[config.mk]
export PLATFORM = sky130hd
export DESIGN_NAME = dual_trackball_motion_processor
export DESIGN_NICKNAME = d
export VERILOG_FILES = /design/src/sv/tbmp_pkg.sv /design/src/sv/tbmp_mul.sv /design/src/sv/tbmp_sqrt.sv /design/src/sv/tbmp_div.sv /design/src/sv/dual_trackball_motion_processor.sv
export SDC_FILE = /design/constraint.sdc
export NUM_CORES = 2
export LEC_CHECK = 0
export BUFFER_PORTS_ARGS = -buffer_cell sky130_fd_sc_hd__buf_4
export CAP_MARGIN = 20
export CORE_ASPECT_RATIO = 1.1
export CORE_MARGIN = 2
export CORE_UTILIZATION = 50
export DETAILED_ROUTE_END_ITERATION = 8
export GPL_TIMING_DRIVEN = 0
export PLACE_DENSITY_LB_ADDON = 0.25
export SLEW_MARGIN = 20
export SYNTH_ARGS = -nofsm -noshare
export SYNTH_HDL_FRONTEND = slang
export SYNTH_HIERARCHICAL = 1
export SYNTH_SLANG_ARGS = --single-unit
[constraint.sdc]
create_clock -name clk -period 31.8 [get_ports clk]
set_clock_uncertainty 0.1 [all_clocks]
set_input_delay 4.77 -clock clk [delete_from_list [all_inputs] [get_ports clk]]
set_output_delay 4.77 -clock clk [all_outputs]
set_load 0.02 [all_outputs]
[src/sv/tbmp_pkg.sv]
// ----------------------------------------------------------------------------
// tbmp_pkg
// Shared types, widths, register indexes and helpers of the dual trackball
// motion processor.
// ----------------------------------------------------------------------------
package tbmp_pkg;

  // channel widths
  localparam int SAMPLE_W   = 8;
  localparam int ELAPSED_W  = 16;
  localparam int IN_DATA_W  = 48;
  localparam int IN_USER_W  = 2;
  localparam int OUT_DATA_W = 56;
  localparam int CFG_ADDR_W = 3;
  localparam int CFG_DATA_W = 16;

  // arithmetic widths
  localparam int MUL_A_W    = 17;
  localparam int MUL_B_W    = 16;
  localparam int MUL_P_W    = MUL_A_W + MUL_B_W;
  localparam int SQRT_IN_W  = 32;
  localparam int SQRT_OUT_W = SQRT_IN_W / 2;
  localparam int DIV_N_W    = 9;
  localparam int DIV_D_W    = 8;
  localparam int FACTOR_W   = 16;
  localparam int AVG_W      = 24;
  localparam int ACC_W      = 12;
  localparam int REM_W      = 9;
  localparam int STEP_W     = 10;

  // configuration register indexes
  typedef enum logic [CFG_ADDR_W-1:0] {
    REG_IDLE_TIME  = 3'd0,
    REG_SCROLL_DIV_H = 3'd1,
    REG_SCROLL_DIV_V = 3'd2,
    REG_ARROW_STEP = 3'd3,
    REG_MAX_SCALE  = 3'd4,
    REG_MIN_SCALE  = 3'd5,
    REG_SPEED_MOM  = 3'd6,
    REG_ARROW_MOM  = 3'd7
  } cfg_reg_t;

  // register reset values
  localparam logic [15:0] RST_IDLE_TIME  = 16'd1;
  localparam logic [7:0]  RST_SCROLL_DIV = 8'd10;
  localparam logic [9:0]  RST_ARROW_STEP = 10'd50;
  localparam logic [15:0] RST_MAX_SCALE  = 16'd8192;
  localparam logic [15:0] RST_MIN_SCALE  = 16'd128;
  localparam logic [15:0] RST_SPEED_MOM  = 16'd6554;
  localparam logic [15:0] RST_ARROW_MOM  = 16'd328;

  // arrow tap codes
  typedef enum logic [1:0] {
    ARROW_NONE = 2'd0,
    ARROW_NEG  = 2'd1,
    ARROW_POS  = 2'd2
  } arrow_code_t;

  // sequencer states
  typedef enum logic [3:0] {
    S_IDLE, S_SQ, S_SQRT, S_SPD, S_PX, S_PY,
    S_DIVH, S_DIVV, S_AVX, S_AVY, S_ACC, S_OUT
  } state_t;

  typedef struct packed {
    logic signed [ACC_W-1:0] acc;
    arrow_code_t             code;
  } tap_t;

  // one tap decision on an accumulator
  function automatic tap_t arrow_tap(input logic signed [ACC_W-1:0] acc,
                                     input logic [STEP_W-1:0] step);
    logic signed [ACC_W:0] a;
    logic signed [ACC_W:0] s;
    tap_t r;
    a = {acc[ACC_W-1], acc};
    s = $signed({{(ACC_W+1-STEP_W){1'b0}}, step});
    r.code = ARROW_NONE;
    if (a <= -s) begin
      r.code = ARROW_NEG;
      a = a + s;
    end
    if (a >= s) begin
      r.code = ARROW_POS;
      a = a - s;
    end
    r.acc = a[ACC_W-1:0];
    return r;
  endfunction

endpackage

[src/sv/tbmp_mul.sv]
// ----------------------------------------------------------------------------
// tbmp_mul
// Bit-serial shift-add multiplier, one multiplier bit per cycle.
// ----------------------------------------------------------------------------
module tbmp_mul import tbmp_pkg::*; (
  input  logic               clk,
  input  logic               rst_n,
  input  logic               start,
  input  logic [MUL_A_W-1:0] a,
  input  logic [MUL_B_W-1:0] b,
  output logic               done,
  output logic [MUL_P_W-1:0] prod
);

  localparam int CNT_W = $clog2(MUL_B_W);
  localparam logic [CNT_W-1:0] LAST = CNT_W'(MUL_B_W - 1);

  logic               busy_r;
  logic               done_r;
  logic [CNT_W-1:0]   cnt_r;
  logic [MUL_A_W-1:0] a_r;
  logic [MUL_P_W-1:0] prod_r;
  logic [MUL_A_W:0]   sum;

  // add the multiplicand into the upper half when the low bit is set
  assign sum = {1'b0, prod_r[MUL_P_W-1:MUL_B_W]} +
               (prod_r[0] ? {1'b0, a_r} : {(MUL_A_W+1){1'b0}});

  // control
  always_ff @(posedge clk) begin
    if (!rst_n) begin
      busy_r <= 1'b0;
      done_r <= 1'b0;
      cnt_r  <= '0;
    end else begin
      done_r <= 1'b0;
      if (start && !busy_r) begin
        busy_r <= 1'b1;
        cnt_r  <= '0;
      end else if (busy_r) begin
        cnt_r <= cnt_r + 1'b1;
        if (cnt_r == LAST) begin
          busy_r <= 1'b0;
          done_r <= 1'b1;
        end
      end
    end
  end

  // product shift register
  always_ff @(posedge clk) begin
    if (start && !busy_r) begin
      a_r    <= a;
      prod_r <= {{MUL_A_W{1'b0}}, b};
    end else if (busy_r) begin
      prod_r <= {sum, prod_r[MUL_B_W-1:1]};
    end
  end

  assign done = done_r;
  assign prod = prod_r;

endmodule

[src/sv/tbmp_sqrt.sv]
// ----------------------------------------------------------------------------
// tbmp_sqrt
// Digit-serial integer square root, one root bit per cycle.
// ----------------------------------------------------------------------------
module tbmp_sqrt import tbmp_pkg::*; (
  input  logic                  clk,
  input  logic                  rst_n,
  input  logic                  start,
  input  logic [SQRT_IN_W-1:0]  radicand,
  output logic                  done,
  output logic [SQRT_OUT_W-1:0] root
);

  localparam int CNT_W = $clog2(SQRT_OUT_W);
  localparam int REM_W_L = SQRT_OUT_W + 3;
  localparam logic [CNT_W-1:0] LAST = CNT_W'(SQRT_OUT_W - 1);

  logic                  busy_r;
  logic                  done_r;
  logic [CNT_W-1:0]      cnt_r;
  logic [SQRT_IN_W-1:0]  rad_r;
  logic [REM_W_L-1:0]    rem_r;
  logic [SQRT_OUT_W-1:0] root_r;
  logic [REM_W_L-1:0]    r2;
  logic [REM_W_L-1:0]    trial;

  // bring down two radicand bits and try a one in the next root place
  assign r2    = {rem_r[REM_W_L-3:0], rad_r[SQRT_IN_W-1:SQRT_IN_W-2]};
  assign trial = {1'b0, root_r, 2'b01};

  // control
  always_ff @(posedge clk) begin
    if (!rst_n) begin
      busy_r <= 1'b0;
      done_r <= 1'b0;
      cnt_r  <= '0;
    end else begin
      done_r <= 1'b0;
      if (start && !busy_r) begin
        busy_r <= 1'b1;
        cnt_r  <= '0;
      end else if (busy_r) begin
        cnt_r <= cnt_r + 1'b1;
        if (cnt_r == LAST) begin
          busy_r <= 1'b0;
          done_r <= 1'b1;
        end
      end
    end
  end

  // root and remainder
  always_ff @(posedge clk) begin
    if (start && !busy_r) begin
      rad_r  <= radicand;
      rem_r  <= '0;
      root_r <= '0;
    end else if (busy_r) begin
      rad_r <= {rad_r[SQRT_IN_W-3:0], 2'b00};
      if (r2 >= trial) begin
        rem_r  <= r2 - trial;
        root_r <= {root_r[SQRT_OUT_W-2:0], 1'b1};
      end else begin
        rem_r  <= r2;
        root_r <= {root_r[SQRT_OUT_W-2:0], 1'b0};
      end
    end
  end

  assign done = done_r;
  assign root = root_r;

endmodule

[src/sv/tbmp_div.sv]
// ----------------------------------------------------------------------------
// tbmp_div
// Restoring serial divider for scroll steps, one quotient bit per cycle.
// ----------------------------------------------------------------------------
module tbmp_div import tbmp_pkg::*; (
  input  logic               clk,
  input  logic               rst_n,
  input  logic               start,
  input  logic [DIV_N_W-1:0] dividend,
  input  logic [DIV_D_W-1:0] divisor,
  output logic               done,
  output logic [DIV_N_W-1:0] quo,
  output logic [DIV_D_W-1:0] rem
);

  localparam int CNT_W = $clog2(DIV_N_W);
  localparam logic [CNT_W-1:0] LAST = CNT_W'(DIV_N_W - 1);

  logic               busy_r;
  logic               done_r;
  logic [CNT_W-1:0]   cnt_r;
  logic [DIV_N_W-1:0] quo_r;
  logic [DIV_D_W-1:0] rem_r;
  logic [DIV_D_W-1:0] d_r;
  logic [DIV_D_W:0]   r;

  // partial remainder with the next dividend bit
  assign r = {rem_r, quo_r[DIV_N_W-1]};

  // control
  always_ff @(posedge clk) begin
    if (!rst_n) begin
      busy_r <= 1'b0;
      done_r <= 1'b0;
      cnt_r  <= '0;
    end else begin
      done_r <= 1'b0;
      if (start && !busy_r) begin
        busy_r <= 1'b1;
        cnt_r  <= '0;
      end else if (busy_r) begin
        cnt_r <= cnt_r + 1'b1;
        if (cnt_r == LAST) begin
          busy_r <= 1'b0;
          done_r <= 1'b1;
        end
      end
    end
  end

  // quotient and remainder shift
  always_ff @(posedge clk) begin
    if (start && !busy_r) begin
      quo_r <= dividend;
      rem_r <= '0;
      d_r   <= divisor;
    end else if (busy_r) begin
      if (r >= {1'b0, d_r}) begin
        rem_r <= DIV_D_W'(r - {1'b0, d_r});
        quo_r <= {quo_r[DIV_N_W-2:0], 1'b1};
      end else begin
        rem_r <= r[DIV_D_W-1:0];
        quo_r <= {quo_r[DIV_N_W-2:0], 1'b0};
      end
    end
  end

  assign done = done_r;
  assign quo  = quo_r;
  assign rem  = rem_r;

endmodule

[src/sv/dual_trackball_motion_processor.sv]
// ----------------------------------------------------------------------------
// dual_trackball_motion_processor
// Pointer scaling by a smoothed speed factor, scroll steps or arrow taps.
// ----------------------------------------------------------------------------
// One sample is in work at a time; the next sample is accepted the cycle after
// the result register loads, and that register loads only when the output is free.
// Each sample runs through the shared bit-serial multiplier (three multiplies in
// scroll mode, five in arrow mode), the square root, and in scroll mode two
// divisions.
// Reset (rst_n low, synchronous) loads register defaults and clears the sequencer,
// the output valid flag and the persistent history; the speed factor restarts at 128.
module dual_trackball_motion_processor import tbmp_pkg::*; (
  input  logic                  clk,
  input  logic                  rst_n,
  // left_dx, left_dy, right_dx, right_dy, elapsed_seconds
  input  logic [IN_DATA_W-1:0]  in_tdata,
  // base_layer, swap_sides
  input  logic [IN_USER_W-1:0]  in_tuser,
  input  logic                  in_tvalid,
  output logic                  in_tready,
  // pointer_x, pointer_y, scroll_horizontal, scroll_vertical,
  // arrow_horizontal, arrow_vertical, zero pad
  output logic [OUT_DATA_W-1:0] out_tdata,
  output logic                  out_tvalid,
  input  logic                  out_tready,
  input  logic                  cfg_we,
  input  logic [CFG_ADDR_W-1:0] cfg_addr,
  input  logic [CFG_DATA_W-1:0] cfg_wdata
);

  state_t state_r, state_nxt;

  // configuration
  logic [15:0] idle_time_r, max_r, min_r, spd_m_r, arw_m_r;
  logic [7:0]  div_h_r, div_v_r;
  logic [STEP_W-1:0] step_r;

  // persistent state
  logic signed [SAMPLE_W-1:0] prev_r [4];
  logic [FACTOR_W-1:0]        f_r;
  logic signed [REM_W-1:0]    rem_h_r, rem_v_r;
  logic signed [AVG_W-1:0]    avg_x_r, avg_y_r;
  logic signed [ACC_W-1:0]    acc_x_r, acc_y_r;

  // per-sample work registers
  logic signed [SAMPLE_W-1:0] px_r, py_r, sx_r, sy_r;
  logic                       base_r;
  logic [15:0]                sumsq_r;
  logic [SQRT_OUT_W-1:0]      len_r;
  logic signed [15:0]         ptr_x_r, ptr_y_r;
  logic signed [7:0]          scr_h_r, scr_v_r;
  arrow_code_t                arw_h_r, arw_v_r;
  logic                       launched_r;
  logic                       out_valid_r;
  logic [OUT_DATA_W-1:0]      out_data_r;

  // unit handshakes
  logic mul_start, mul_done, sqrt_start, sqrt_done, div_start, div_done;
  logic [MUL_A_W-1:0]    mul_a;
  logic [MUL_B_W-1:0]    mul_b;
  logic [MUL_P_W-1:0]    mul_prod;
  logic [SQRT_OUT_W-1:0] sqrt_root;
  logic [DIV_N_W-1:0]    div_n, div_quo;
  logic [DIV_D_W-1:0]    div_d, div_rem;

  logic in_fire, out_free;

  // input fields
  logic signed [SAMPLE_W-1:0] raw [4];
  logic [ELAPSED_W-1:0]       elapsed;
  logic                       same;

  assign raw[0]  = in_tdata[7:0];
  assign raw[1]  = in_tdata[15:8];
  assign raw[2]  = in_tdata[23:16];
  assign raw[3]  = in_tdata[31:24];
  assign elapsed = in_tdata[47:32];
  assign same    = (raw[0] == prev_r[0]) && (raw[1] == prev_r[1]) &&
                   (raw[2] == prev_r[2]) && (raw[3] == prev_r[3]) &&
                   (elapsed > idle_time_r);

  assign in_tready = (state_r == S_IDLE);
  assign in_fire   = in_tvalid && in_tready;
  assign out_free  = !out_valid_r || out_tready;

  // speed and multiplier operands
  logic [16:0]             inst;
  logic signed [17:0]      spd_diff;
  logic [FACTOR_W-1:0]     mult;
  logic signed [AVG_W-1:0] s256_x, s256_y, s256_sel, mul_val, mul_mag;
  logic                    mul_neg;

  assign inst     = {1'b0, len_r} + {1'b0, min_r};
  assign spd_diff = $signed({1'b0, inst}) - $signed({2'b00, f_r});
  assign mult     = (f_r > max_r) ? max_r : f_r;
  assign s256_x   = {{8{sx_r[7]}}, sx_r, 8'h00};
  assign s256_y   = {{8{sy_r[7]}}, sy_r, 8'h00};

  always_comb begin
    mul_val  = '0;
    mul_b    = '0;
    s256_sel = s256_x;
    case (state_r)
      S_SPD: begin
        mul_val = {{(AVG_W-18){spd_diff[17]}}, spd_diff};
        mul_b   = spd_m_r;
      end
      S_PX: begin
        mul_val = {{(AVG_W-SAMPLE_W){px_r[7]}}, px_r};
        mul_b   = mult;
      end
      S_PY: begin
        mul_val = {{(AVG_W-SAMPLE_W){py_r[7]}}, py_r};
        mul_b   = mult;
      end
      S_AVX: begin
        mul_val = avg_x_r - s256_x;
        mul_b   = arw_m_r;
      end
      S_AVY: begin
        mul_val  = avg_y_r - s256_y;
        mul_b    = arw_m_r;
        s256_sel = s256_y;
      end
      default: ;
    endcase
  end

  assign mul_neg = mul_val[AVG_W-1];
  assign mul_mag = mul_neg ? -mul_val : mul_val;
  assign mul_a   = mul_mag[MUL_A_W-1:0];

  // floor of the signed product over 65536
  logic [MUL_P_W:0]   prod_up;
  logic [17:0]        fl_mag;
  logic signed [18:0] sfl, nf;
  logic [FACTOR_W-1:0] f_sat;
  logic signed [AVG_W-1:0] avg_new;

  assign prod_up = {1'b0, mul_prod} + (MUL_P_W+1)'(16'hFFFF);
  assign fl_mag  = mul_neg ? prod_up[MUL_P_W:16] : {1'b0, mul_prod[MUL_P_W-1:16]};
  assign sfl     = mul_neg ? -$signed({1'b0, fl_mag}) : $signed({1'b0, fl_mag});
  assign nf      = $signed({3'b000, f_r}) + sfl;
  assign f_sat   = (nf > 19'sd65535) ? 16'hFFFF : nf[15:0];
  assign avg_new = s256_sel + {{(AVG_W-19){sfl[18]}}, sfl};

  // pointer scaling, truncated toward zero
  logic [16:0]        ptr_mag;
  logic [15:0]        ptr_abs;
  logic signed [15:0] ptr_val;

  assign ptr_mag = mul_prod[24:8];
  assign ptr_abs = (ptr_mag > 17'd32767) ? 16'h7FFF : ptr_mag[15:0];
  assign ptr_val = mul_neg ? -$signed(ptr_abs) : $signed(ptr_abs);

  // scroll division operands and results
  logic signed [9:0] t_sel, t_mag;
  logic              div_neg;
  logic [7:0]        d_raw;
  logic [6:0]        q_sat;
  logic signed [7:0] q_pos;
  logic signed [REM_W-1:0] rem_new;

  always_comb begin
    if (state_r == S_DIVV) begin
      t_sel = {rem_v_r[REM_W-1], rem_v_r} + {{2{sy_r[7]}}, sy_r};
      d_raw = div_v_r;
    end else begin
      t_sel = {rem_h_r[REM_W-1], rem_h_r} + {{2{sx_r[7]}}, sx_r};
      d_raw = div_h_r;
    end
  end

  assign div_neg = t_sel[9];
  assign t_mag   = div_neg ? -t_sel : t_sel;
  assign div_n   = t_mag[DIV_N_W-1:0];
  assign div_d   = (d_raw == 8'd0) ? 8'd1 : d_raw;
  assign q_sat   = (div_quo > 9'd127) ? 7'h7F : div_quo[6:0];
  assign q_pos   = $signed({1'b0, q_sat});
  assign rem_new = div_neg ? -$signed({1'b0, div_rem}) : $signed({1'b0, div_rem});

  // arrow accumulation along the dominant direction
  logic [AVG_W-1:0]        abs_ax, abs_ay;
  logic signed [ACC_W:0]   sum_x, sum_y;
  logic signed [ACC_W-1:0] clp_x, clp_y, pre_x, pre_y;
  logic [STEP_W-1:0]       step_eff;
  tap_t                    tap_x, tap_y;

  assign abs_ax   = avg_x_r[AVG_W-1] ? -avg_x_r : avg_x_r;
  assign abs_ay   = avg_y_r[AVG_W-1] ? -avg_y_r : avg_y_r;
  assign sum_x    = {acc_x_r[ACC_W-1], acc_x_r} + {{(ACC_W+1-SAMPLE_W){sx_r[7]}}, sx_r};
  assign sum_y    = {acc_y_r[ACC_W-1], acc_y_r} + {{(ACC_W+1-SAMPLE_W){sy_r[7]}}, sy_r};
  assign clp_x    = (sum_x > 13'sd2047) ? 12'sd2047 :
                    (sum_x < -13'sd2048) ? -12'sd2048 : sum_x[ACC_W-1:0];
  assign clp_y    = (sum_y > 13'sd2047) ? 12'sd2047 :
                    (sum_y < -13'sd2048) ? -12'sd2048 : sum_y[ACC_W-1:0];
  assign step_eff = (step_r == '0) ? STEP_W'(1) : step_r;

  always_comb begin
    pre_x = acc_x_r;
    pre_y = acc_y_r;
    if (abs_ax > abs_ay) begin
      pre_x = clp_x;
      pre_y = '0;
    end else if (abs_ay > abs_ax) begin
      pre_x = '0;
      pre_y = clp_y;
    end
  end

  assign tap_x = arrow_tap(pre_x, step_eff);
  assign tap_y = arrow_tap(pre_y, step_eff);

  // sequencer next state and unit starts
  always_comb begin
    state_nxt  = state_r;
    mul_start  = 1'b0;
    sqrt_start = 1'b0;
    div_start  = 1'b0;
    case (state_r)
      S_IDLE: if (in_fire) state_nxt = S_SQ;
      S_SQ:   state_nxt = S_SQRT;
      S_SQRT: begin
        sqrt_start = !launched_r;
        if (sqrt_done) state_nxt = S_SPD;
      end
      S_SPD: begin
        mul_start = !launched_r;
        if (mul_done) state_nxt = S_PX;
      end
      S_PX: begin
        mul_start = !launched_r;
        if (mul_done) state_nxt = S_PY;
      end
      S_PY: begin
        mul_start = !launched_r;
        if (mul_done) state_nxt = base_r ? S_DIVH : S_AVX;
      end
      S_DIVH: begin
        div_start = !launched_r;
        if (div_done) state_nxt = S_DIVV;
      end
      S_DIVV: begin
        div_start = !launched_r;
        if (div_done) state_nxt = S_OUT;
      end
      S_AVX: begin
        mul_start = !launched_r;
        if (mul_done) state_nxt = S_AVY;
      end
      S_AVY: begin
        mul_start = !launched_r;
        if (mul_done) state_nxt = S_ACC;
      end
      S_ACC: state_nxt = S_OUT;
      S_OUT: if (out_free) state_nxt = S_IDLE;
      default: state_nxt = S_IDLE;
    endcase
  end

  // state register and unit launch flag
  always_ff @(posedge clk) begin
    if (!rst_n) begin
      state_r    <= S_IDLE;
      launched_r <= 1'b0;
    end else begin
      state_r <= state_nxt;
      if (mul_done || sqrt_done || div_done) launched_r <= 1'b0;
      else if (mul_start || sqrt_start || div_start) launched_r <= 1'b1;
    end
  end

  // configuration writes
  always_ff @(posedge clk) begin
    if (!rst_n) begin
      idle_time_r <= RST_IDLE_TIME;
      div_h_r     <= RST_SCROLL_DIV;
      div_v_r     <= RST_SCROLL_DIV;
      step_r      <= RST_ARROW_STEP;
      max_r       <= RST_MAX_SCALE;
      min_r       <= RST_MIN_SCALE;
      spd_m_r     <= RST_SPEED_MOM;
      arw_m_r     <= RST_ARROW_MOM;
    end else if (cfg_we) begin
      case (cfg_addr)
        REG_IDLE_TIME:    idle_time_r <= cfg_wdata;
        REG_SCROLL_DIV_H: div_h_r     <= cfg_wdata[7:0];
        REG_SCROLL_DIV_V: div_v_r     <= cfg_wdata[7:0];
        REG_ARROW_STEP:   step_r      <= cfg_wdata[STEP_W-1:0];
        REG_MAX_SCALE:    max_r       <= cfg_wdata;
        REG_MIN_SCALE:    min_r       <= cfg_wdata;
        REG_SPEED_MOM:    spd_m_r     <= cfg_wdata;
        REG_ARROW_MOM:    arw_m_r     <= cfg_wdata;
        default: ;
      endcase
    end
  end

  // persistent state updates
  always_ff @(posedge clk) begin
    if (!rst_n) begin
      for (int i = 0; i < 4; i++) prev_r[i] <= '0;
      f_r     <= RST_MIN_SCALE;
      rem_h_r <= '0;
      rem_v_r <= '0;
      avg_x_r <= '0;
      avg_y_r <= '0;
      acc_x_r <= '0;
      acc_y_r <= '0;
    end else begin
      case (state_r)
        S_IDLE: if (in_fire) begin
          if (same) f_r <= min_r;
          for (int i = 0; i < 4; i++) prev_r[i] <= raw[i];
        end
        S_SPD:  if (mul_done) f_r <= f_sat;
        S_DIVH: if (div_done) rem_h_r <= rem_new;
        S_DIVV: if (div_done) rem_v_r <= rem_new;
        S_AVX:  if (mul_done) avg_x_r <= avg_new;
        S_AVY:  if (mul_done) avg_y_r <= avg_new;
        S_ACC: begin
          acc_x_r <= tap_x.acc;
          acc_y_r <= tap_y.acc;
        end
        default: ;
      endcase
    end
  end

  // per-sample work registers
  always_ff @(posedge clk) begin
    case (state_r)
      S_IDLE: if (in_fire) begin
        base_r  <= in_tuser[0];
        px_r    <= in_tuser[1] ? raw[0] : raw[2];
        py_r    <= in_tuser[1] ? raw[1] : raw[3];
        sx_r    <= in_tuser[1] ? raw[2] : raw[0];
        sy_r    <= in_tuser[1] ? raw[3] : raw[1];
        scr_h_r <= '0;
        scr_v_r <= '0;
        arw_h_r <= ARROW_NONE;
        arw_v_r <= ARROW_NONE;
      end
      S_SQ:   sumsq_r <= $unsigned(16'(px_r) * 16'(px_r)) +
                         $unsigned(16'(py_r) * 16'(py_r));
      S_SQRT: if (sqrt_done) len_r <= sqrt_root;
      S_PX:   if (mul_done) ptr_x_r <= ptr_val;
      S_PY:   if (mul_done) ptr_y_r <= ptr_val;
      S_DIVH: if (div_done) scr_h_r <= div_neg ? q_pos : -q_pos;
      S_DIVV: if (div_done) scr_v_r <= div_neg ? -q_pos : q_pos;
      S_ACC: begin
        arw_h_r <= tap_x.code;
        arw_v_r <= tap_y.code;
      end
      default: ;
    endcase
  end

  // output register
  always_ff @(posedge clk) begin
    if (!rst_n) begin
      out_valid_r <= 1'b0;
    end else if (state_r == S_OUT && out_free) begin
      out_valid_r <= 1'b1;
    end else if (out_tready) begin
      out_valid_r <= 1'b0;
    end
  end

  always_ff @(posedge clk) begin
    if (state_r == S_OUT && out_free) begin
      out_data_r <= {4'b0000, arw_v_r, arw_h_r, scr_v_r, scr_h_r, ptr_y_r, ptr_x_r};
    end
  end

  assign out_tvalid = out_valid_r;
  assign out_tdata  = out_data_r;

  // arithmetic units
  tbmp_mul u_mul (
    .clk   (clk),
    .rst_n (rst_n),
    .start (mul_start),
    .a     (mul_a),
    .b     (mul_b),
    .done  (mul_done),
    .prod  (mul_prod)
  );

  tbmp_sqrt u_sqrt (
    .clk      (clk),
    .rst_n    (rst_n),
    .start    (sqrt_start),
    .radicand ({sumsq_r, 16'h0000}),
    .done     (sqrt_done),
    .root     (sqrt_root)
  );

  tbmp_div u_div (
    .clk      (clk),
    .rst_n    (rst_n),
    .start    (div_start),
    .dividend (div_n),
    .divisor  (div_d),
    .done     (div_done),
    .quo      (div_quo),
    .rem      (div_rem)
  );

  // checks
  a_accept_starts: assert property (@(posedge clk) disable iff (!rst_n)
    in_tvalid && in_tready |=> state_r == S_SQ)
    else $error("accepted transaction did not start work");

  a_mul_done_state: assert property (@(posedge clk) disable iff (!rst_n)
    mul_done |-> (state_r == S_SPD || state_r == S_PX || state_r == S_PY ||
                  state_r == S_AVX || state_r == S_AVY))
    else $error("multiplier finished outside a multiply step");

  a_result_loaded: assert property (@(posedge clk) disable iff (!rst_n)
    state_r == S_OUT && out_free |=> out_tvalid && state_r == S_IDLE)
    else $error("result not presented after completion");

endmodule
== After elaboration in Yosys (flattened, before gate mapping) ==
Memory sizes are Yosys's and may differ from the RTL's.
Cells that the tools add are included.

* Magnitude comparators: 17
* Equal/unequal tests: 36
* Multiplexer cells: 101
* Add/sub/neg operators: 31
* Multipliers: 2
* Bitwise gates (word level): 8
* Reduce and logical (&&, ||, !) cells: 63

{| class="wikitable"
|+ Operators by type and width
! kind !! number
|-
| 2-to-1 mux 16 bit || 9
|-
| 2-to-1 mux 12 bit || 10
|-
| 2-to-1 mux 8 bit || 15
|-
| case mux 24 bit (5 select lines) || 1
|-
| 2-to-1 mux 24 bit || 3
|-
| 2-to-1 mux 32 bit || 2
|-
| 2-to-1 mux 17 bit || 3
|-
| greater-than comparator 24 bit || 2
|-
| negation 24 bit || 2
|-
| case mux 16 bit (3 select lines) || 1
|-
| case mux 4 bit (12 select lines) || 1
|-
| subtractor 24 x 16 -> 24 bit || 2
|-
| 2-to-1 mux 4 bit || 11
|-
| 2-to-1 mux 9 bit || 4
|-
| adder 33 x 16 -> 34 bit (second input constant) || 1
|-
| AND reduction 2 bit || 17
|-
| == test 8 bit || 4
|-
| greater-than comparator 16 bit || 2
|-
| multiplier 8 x 8 -> 16 bit || 2
|-
| case mux 16 bit (2 select lines) || 1
|-
| case mux 8 bit (2 select lines) || 2
|-
| == test 4 bit (second input constant) || 7
|-
| adder 12 x 11 -> 13 bit || 2
|-
| adder 12 x 8 -> 13 bit || 2
|-
| 59 further kinds || 152
|}

* Register bits after elaboration: 529
* Bits of input ports: 74
* Output and inout bits: 58
* Bits in writable memories: 32
* Memories kept: 1
* Word-level logic and storage cells: 309

{| class="wikitable"
|+ Memories
! name !! words !! bits a word !! read ports !! clocked after memory_dff !! wr ports !! line !! text
|-
| prev_r || 4 || 8 || 4 || 0 || 4 || dual_trackball_motion_processor.sv:39 || <nowiki>logic signed [SAMPLE_W-1:0] prev_r [4];</nowiki>
|}

== Logic depth before layout (Yosys ltp) ==
* Depth in word-level cells: 11
* Gate-level depth with buffers: 46
* Depth with buffers taken out: 43

== Cells and area by module ==
Netlist, hierarchy kept.

{| class="wikitable"
|+ Modules (own cells, without submodules)
! module !! cells each !! area each (µm²) !! seq. area each (µm²) !! instances
|-
| dual_trackball_motion_processor || 3841 || 33789.9 || 10400.0 || 1
|-
| tbmp_sqrt || 356 || 3768.6 || 1741.7 || 1
|-
| tbmp_mul || 255 || 2907.8 || 1451.4 || 1
|-
| tbmp_div || 141 || 1586.5 || 790.8 || 1
|}

== Worst setup path after synthesis ==
No wires, ideal clock.

* Path type: reg-to-reg
* From: reg avg_x_r[0]
* To: reg acc_y_r[3]
* Clock period less this slack: 10113 ps
* Data required time: 31638 ps
* Arrival time: 9951 ps
* Buffers on the path: 6
* Path slack: 21687 ps
* Setup time: 62 ps
* Cell stages (with the launch flop): 40
* Cells stage by stage: dfxtp_1 -> or3_1 -> or4_1 -> or3_1 -> or4_1 -> or4_1 -> or4b_1 -> ha_1 -> and4_1 -> nand3_1 -> nor3_1 -> nand2_1 -> or3_1 -> clkbuf_1 -> clkbuf_1 -> clkbuf_1 -> a211oi_1 -> ha_1 -> (+4 left out) -> a221oi_1 -> o21ai_1 -> and2_0 -> buf_1 -> clkbuf_1 -> mux2_2 -> ha_1 -> a21boi_0 -> o21ai_0 -> a21boi_0 -> o21bai_1 -> and3b_1 -> a311o_1 -> a31o_2 -> or3_1 -> buf_2 -> or4_1 -> nand3_1

* Word-level cells in the longest chain between the ends: 9
* Elaborated cells between the ends (all ways): 12
* Those cells by class: add/sub (3); order compare (4); mux (5)

{| class="wikitable"
|+ Ends and longest elaborated chain
! what !! line !! text
|-
| start, declared || dual_trackball_motion_processor.sv:42 || <nowiki>logic signed [AVG_W-1:0] avg_x_r, avg_y_r;</nowiki>
|-
| start signal, assigned || dual_trackball_motion_processor.sv:319 || <nowiki>S_AVX: if (mul_done) avg_x_r <= avg_new;</nowiki>
|-
| negation 24 bit || dual_trackball_motion_processor.sv:189 || <nowiki>assign abs_ax = avg_x_r[AVG_W-1] ? -avg_x_r : avg_x_r;</nowiki>
|-
| 2-to-1 mux 24 bit * || dual_trackball_motion_processor.sv:189 ||
|-
| greater-than comparator 24 bit || dual_trackball_motion_processor.sv:205 || <nowiki>end else if (abs_ay > abs_ax) begin</nowiki>
|-
| 2-to-1 mux 12 bit || dual_trackball_motion_processor.sv:205 ||
|-
| 2-to-1 mux 12 bit * || dual_trackball_motion_processor.sv:202 || <nowiki>if (abs_ax > abs_ay) begin</nowiki>
|-
| adder 12 x 11 -> 13 bit / less-or-equal comparator 12 x 13 -> 1 bit (equally long branches) || tbmp_pkg.sv:81, tbmp_pkg.sv:79 ||
|-
| 2-to-1 mux 13 bit * || tbmp_pkg.sv:79 || <nowiki>if (a <= -s) begin</nowiki>
|-
| subtractor 12 x 11 -> 12 bit / greater-or-equal comparator 13 x 11 -> 1 bit (equally long branches) || tbmp_pkg.sv:85, tbmp_pkg.sv:83 ||
|-
| 2-to-1 mux 12 bit * || tbmp_pkg.sv:83 || <nowiki>if (a >= s) begin</nowiki>
|-
| end signal, assigned || dual_trackball_motion_processor.sv:323 || <nowiki>acc_y_r <= tap_y.acc;</nowiki>
|-
| end, declared || dual_trackball_motion_processor.sv:43 || <nowiki>logic signed [ACC_W-1:0] acc_x_r, acc_y_r;</nowiki>
|}

Mark *: on every way between the ends. The rest lies on a longest branch, timed or not.
A chain may end at the register's enable or synchronous reset.

== Worst setup path after layout ==
* From: reg avg_x_r[1]
* To: reg arw_v_r[0] (data pin)

* Word-level cells in the longest chain between the ends: 10
* Elaborated cells between the ends (all ways): 13
* Those cells by class: add/sub (2); order compare (4); mux (7)

{| class="wikitable"
|+ Ends and longest elaborated chain
! what !! line !! text
|-
| negation 24 bit || dual_trackball_motion_processor.sv:189 ||
|-
| 2-to-1 mux 24 bit * || dual_trackball_motion_processor.sv:189 ||
|-
| greater-than comparator 24 bit || dual_trackball_motion_processor.sv:205 ||
|-
| 2-to-1 mux 12 bit || dual_trackball_motion_processor.sv:205 ||
|-
| 2-to-1 mux 12 bit * || dual_trackball_motion_processor.sv:202 ||
|-
| adder 12 x 11 -> 13 bit / less-or-equal comparator 12 x 13 -> 1 bit (equally long branches) || tbmp_pkg.sv:81, tbmp_pkg.sv:79 ||
|-
| 2-to-1 mux 13 bit || tbmp_pkg.sv:79 ||
|-
| greater-or-equal comparator 13 x 11 -> 1 bit || tbmp_pkg.sv:83 ||
|-
| 2-to-1 mux 2 bit * || tbmp_pkg.sv:83 ||
|-
| case mux 2 bit (2 select lines) * || dual_trackball_motion_processor.sv:332 || <nowiki>case (state_r)</nowiki>
|-
| end signal, assigned || dual_trackball_motion_processor.sv:353 || <nowiki>arw_v_r <= tap_y.code;</nowiki>
|-
| end, declared || dual_trackball_motion_processor.sv:52 || <nowiki>arrow_code_t arw_h_r, arw_v_r;</nowiki>
|}

Marked as above.

==> impl_metrics.json <==
{
  "fmax_ghz": 0.08233,
  "report.final.slew_viol_count": 0,
  "crit_path_top_delay_cell": "nor3_1",
  "drt_pass1_iterations": 6,
  "area_delta_synth_final_pct": 11.12,
  "ir_drop_mv": 0.5675,
  "synthArstFlopShare": 0,
  "final_layout_size_suffix_gt1_frac": 0.09040,
  "track_usage": 0.2830,
  "cts-root-buf": "clkbuf_16",
  "ios": 132,
  "core_mm2": 0.08333,
  "cp_max_fo": 10,
  "yosysTopAreaCellShare": 0.2021,
  "routed_wl_um": 122200,
  "initial_core_util": 0.5047,
  "tritoncts": "yes",
  "rows": 111,
  "post-cts-setup-buffers": 0,
  "slowest_delay_ns": 0.80,
  "clkSinkCount": 577,
  "hpwlAfterDp_um": 96520,
  "viasPerCell": 5.823,
  "stdcell_count": 5934,
  "synth_ff_type": "dfxtp_1",
  "worst_pin_slew_ns": 1.158,
  "crit_type": "flop to flop",
  "setup_tns_ns": 0,
  "cts_buffers": 66,
  "hold_violations": 0,
  "fp.dieW_um": 280.5,
  "grt_pass1_vias": 33292,
  "start_kind": "flop",
  "clock_latency_ns": 0.64,
  "antenna_found_initial": 9,
  "drv_cap": 0,
  "path_buf_inv": 5,
  "yosysTopAreaCell": "edfxtp_1",
  "ys_ff_latch": 577,
  "synth.distinct_cells": 119,
  "drt-initial-drc-count": 2697,
  "min_period_ns": 12.15,
  "arrival_ns": 12.37,
  "worst_setup_path_end_kind": "flop",
  "final_antenna_net_count": 0,
  "portBuffers": 116,
  "die_area_mm2": 0.08644,
  "synth-seq-area-share": 0.3420,
  "worstPathRequired_ns": 32.03,
  "clockBufferDepth": 3,
  "yosys-top-cells-area": "edfxtp_1 (20%), dfxtp_1 (14%), ha_1 (10%)",
  "ctsHoldBuffers": 0,
  "setup_viol": 0,
  "place_inst": 5807,
  "routedWlPerCell_um": 20.59,
  "run_status": "finished clean",
  "avgSynthCellArea_um2": 9.156,
  "h-tree-depth": 3,
  "ys_warn_count": 6,
  "num_vias": 34552,
  "hp-class": "flop to flop",
  "netlist_area_mm2": 0.04205,
  "gr-total-overflow": 0,
  "synthCells": 4593,
  "grt_max_degree": 35,
  "die_h_um": 308.2,
  "rsz0062_at_grt": "no",
  "relSlewSlack": 0.2221,
  "finalNetCount": 5366,
  "powerDensity_mw_per_mm2": 127.0,
  "synth_enable_flop_cells": 283,
  "cp_top_family": "simple AND/OR/NAND/NOR gates",
  "clk_pin_slew_ns": 0.06,
  "post-route-drc-count": 0,
  "finalCritPeriodShare": 0.3819,
  "p_leak_nw": 19.58,
  "synthTopCellsByCount": "nand2_1 (529), inv_1 (388), ha_1 (343)",
  "gp_congestion": 0.9693,
  "grt_first_pass_wirelength_um": 188900,
  "cts-resized-gates": 0,
  "yosysMostFrequentCell": "nand2_1"
}
-- power breakdown --
group | internal [mW] | switching (mW) | leakage [nW] | total (mW)
logic | 1.78 | 2.10 | 13.4 | 3.87
clock network | 0.481 | 0.332 | 1.12 | 0.814
registers | 1.14 | 0.106 | 5.04 | 1.25
total | 3.40 | 2.53 | 19.6 | 5.93
-- logic make-up (layout without fill, tap and decap cells) --
group | count (synthesis) | in the layout | share of synthesized area
buffers and inverters | 589 | 831 | 0.05549
adders and majority gates | 500 | 500 | 0.1744
xor gates and xnor gates | 300 | 300 | 0.06248
muxes | 155 | 155 | 0.04049
DFF | 577 | 577 | 0.3420
other | 1 | 27 | 0.00008917
AOI/OAI and AO/OA | 1056 | 1056 | 0.1639
and+or+nand+nor | 1415 | 1415 | 0.1611
-- layout by cell type (no fill, tap or decap), drive strengths merged, types with 14 or more instances in the layout --
cell type  Yosys  final
or3           29     29
nor4          25     25
nand3        131    131
nand4         34     34
nand2b        47     47
o21bai        37     37
o21ai        223    223
a31oi         24     24
fa           147    147
a21o          74     74
mux2i         49     49
o211ai        28     28
buf           45    165
nor2b         61     61
or4           14     14
a211oi        43     43
a21oi        344    344
xnor2        166    166
dfxtp        294    294
nor2         291    291
a22oi         22     22
inv          389    398
xor2         134    134
o21a          45     45
nand2        530    530
ha           343    343
mux2         105    105
and2         107    107
clkbuf       155    247
o31ai         67     67
nor3          70     70
conb           1     22
edfxtp       283    283
and3          17     17
-- final cells by class --
type	instances	area (µm²)
fill	7502	36600
timing repair buffer	120	925.9
inverter	389	1460
multi-input combinational	3448	25440
tap	1073	1343
clock inverter	30	390.4
buffer	200	873.3
clock buffer	92	1901
sequential	577	14380
antenna	5	12.51
-- stage by stage --
step	power (mW)	cell area [µm²]	setup WS [ns]	hold WS, ns	util
6_report	5.933	46730	19.65	0.3059	0.5608
3_5_place_dp	5.139	44430	19.93	0.3045	0.5332
5_1_grt	6.524	46720	19.02	0.3203	0.5607
3_3_place_gp	5.056	44350	19.95	0.3009	0.5322
2_1_floorplan	4.327	42130	21.69	0.3003	-
4_1_cts	5.984	46720	19.87	0.3039	0.5606
-- per-layer routing --
layer  up-vias  global-route usage  share of wire
met5         -                   0        0.00033
met4         6              0.1366          0.051
met3       286             0.04250          0.069
met2      1183              0.4519           0.45
met1     16522              0.3760           0.43
li1      16555                   -              -
-- path summary, 6_finish.rpt --
kind               from            end  slack (ns)  depth (start not counted)
max          avg_x_r[1]     arw_v_r[0]       19.65                         37
min          arw_h_r[1]  out_tdata[49]        0.31                          0
min reg2reg  arw_h_r[1]  out_tdata[49]        0.31                          0
max reg2reg  avg_x_r[1]     arw_v_r[0]       19.65                         37
-- flip-flops by register name, indices dropped and copies added, names as in the netlist, 17 cells and up --
signal / cells
out_tdata: 52
u_sqrt/rem_r: 17
u_sqrt/rad_r: 32
avg_x_r: 24
u_mul/a_r: 17
prev_r: 32
avg_y_r: 24
u_mul/prod: 33
Power figures use the tool's default switching activity.
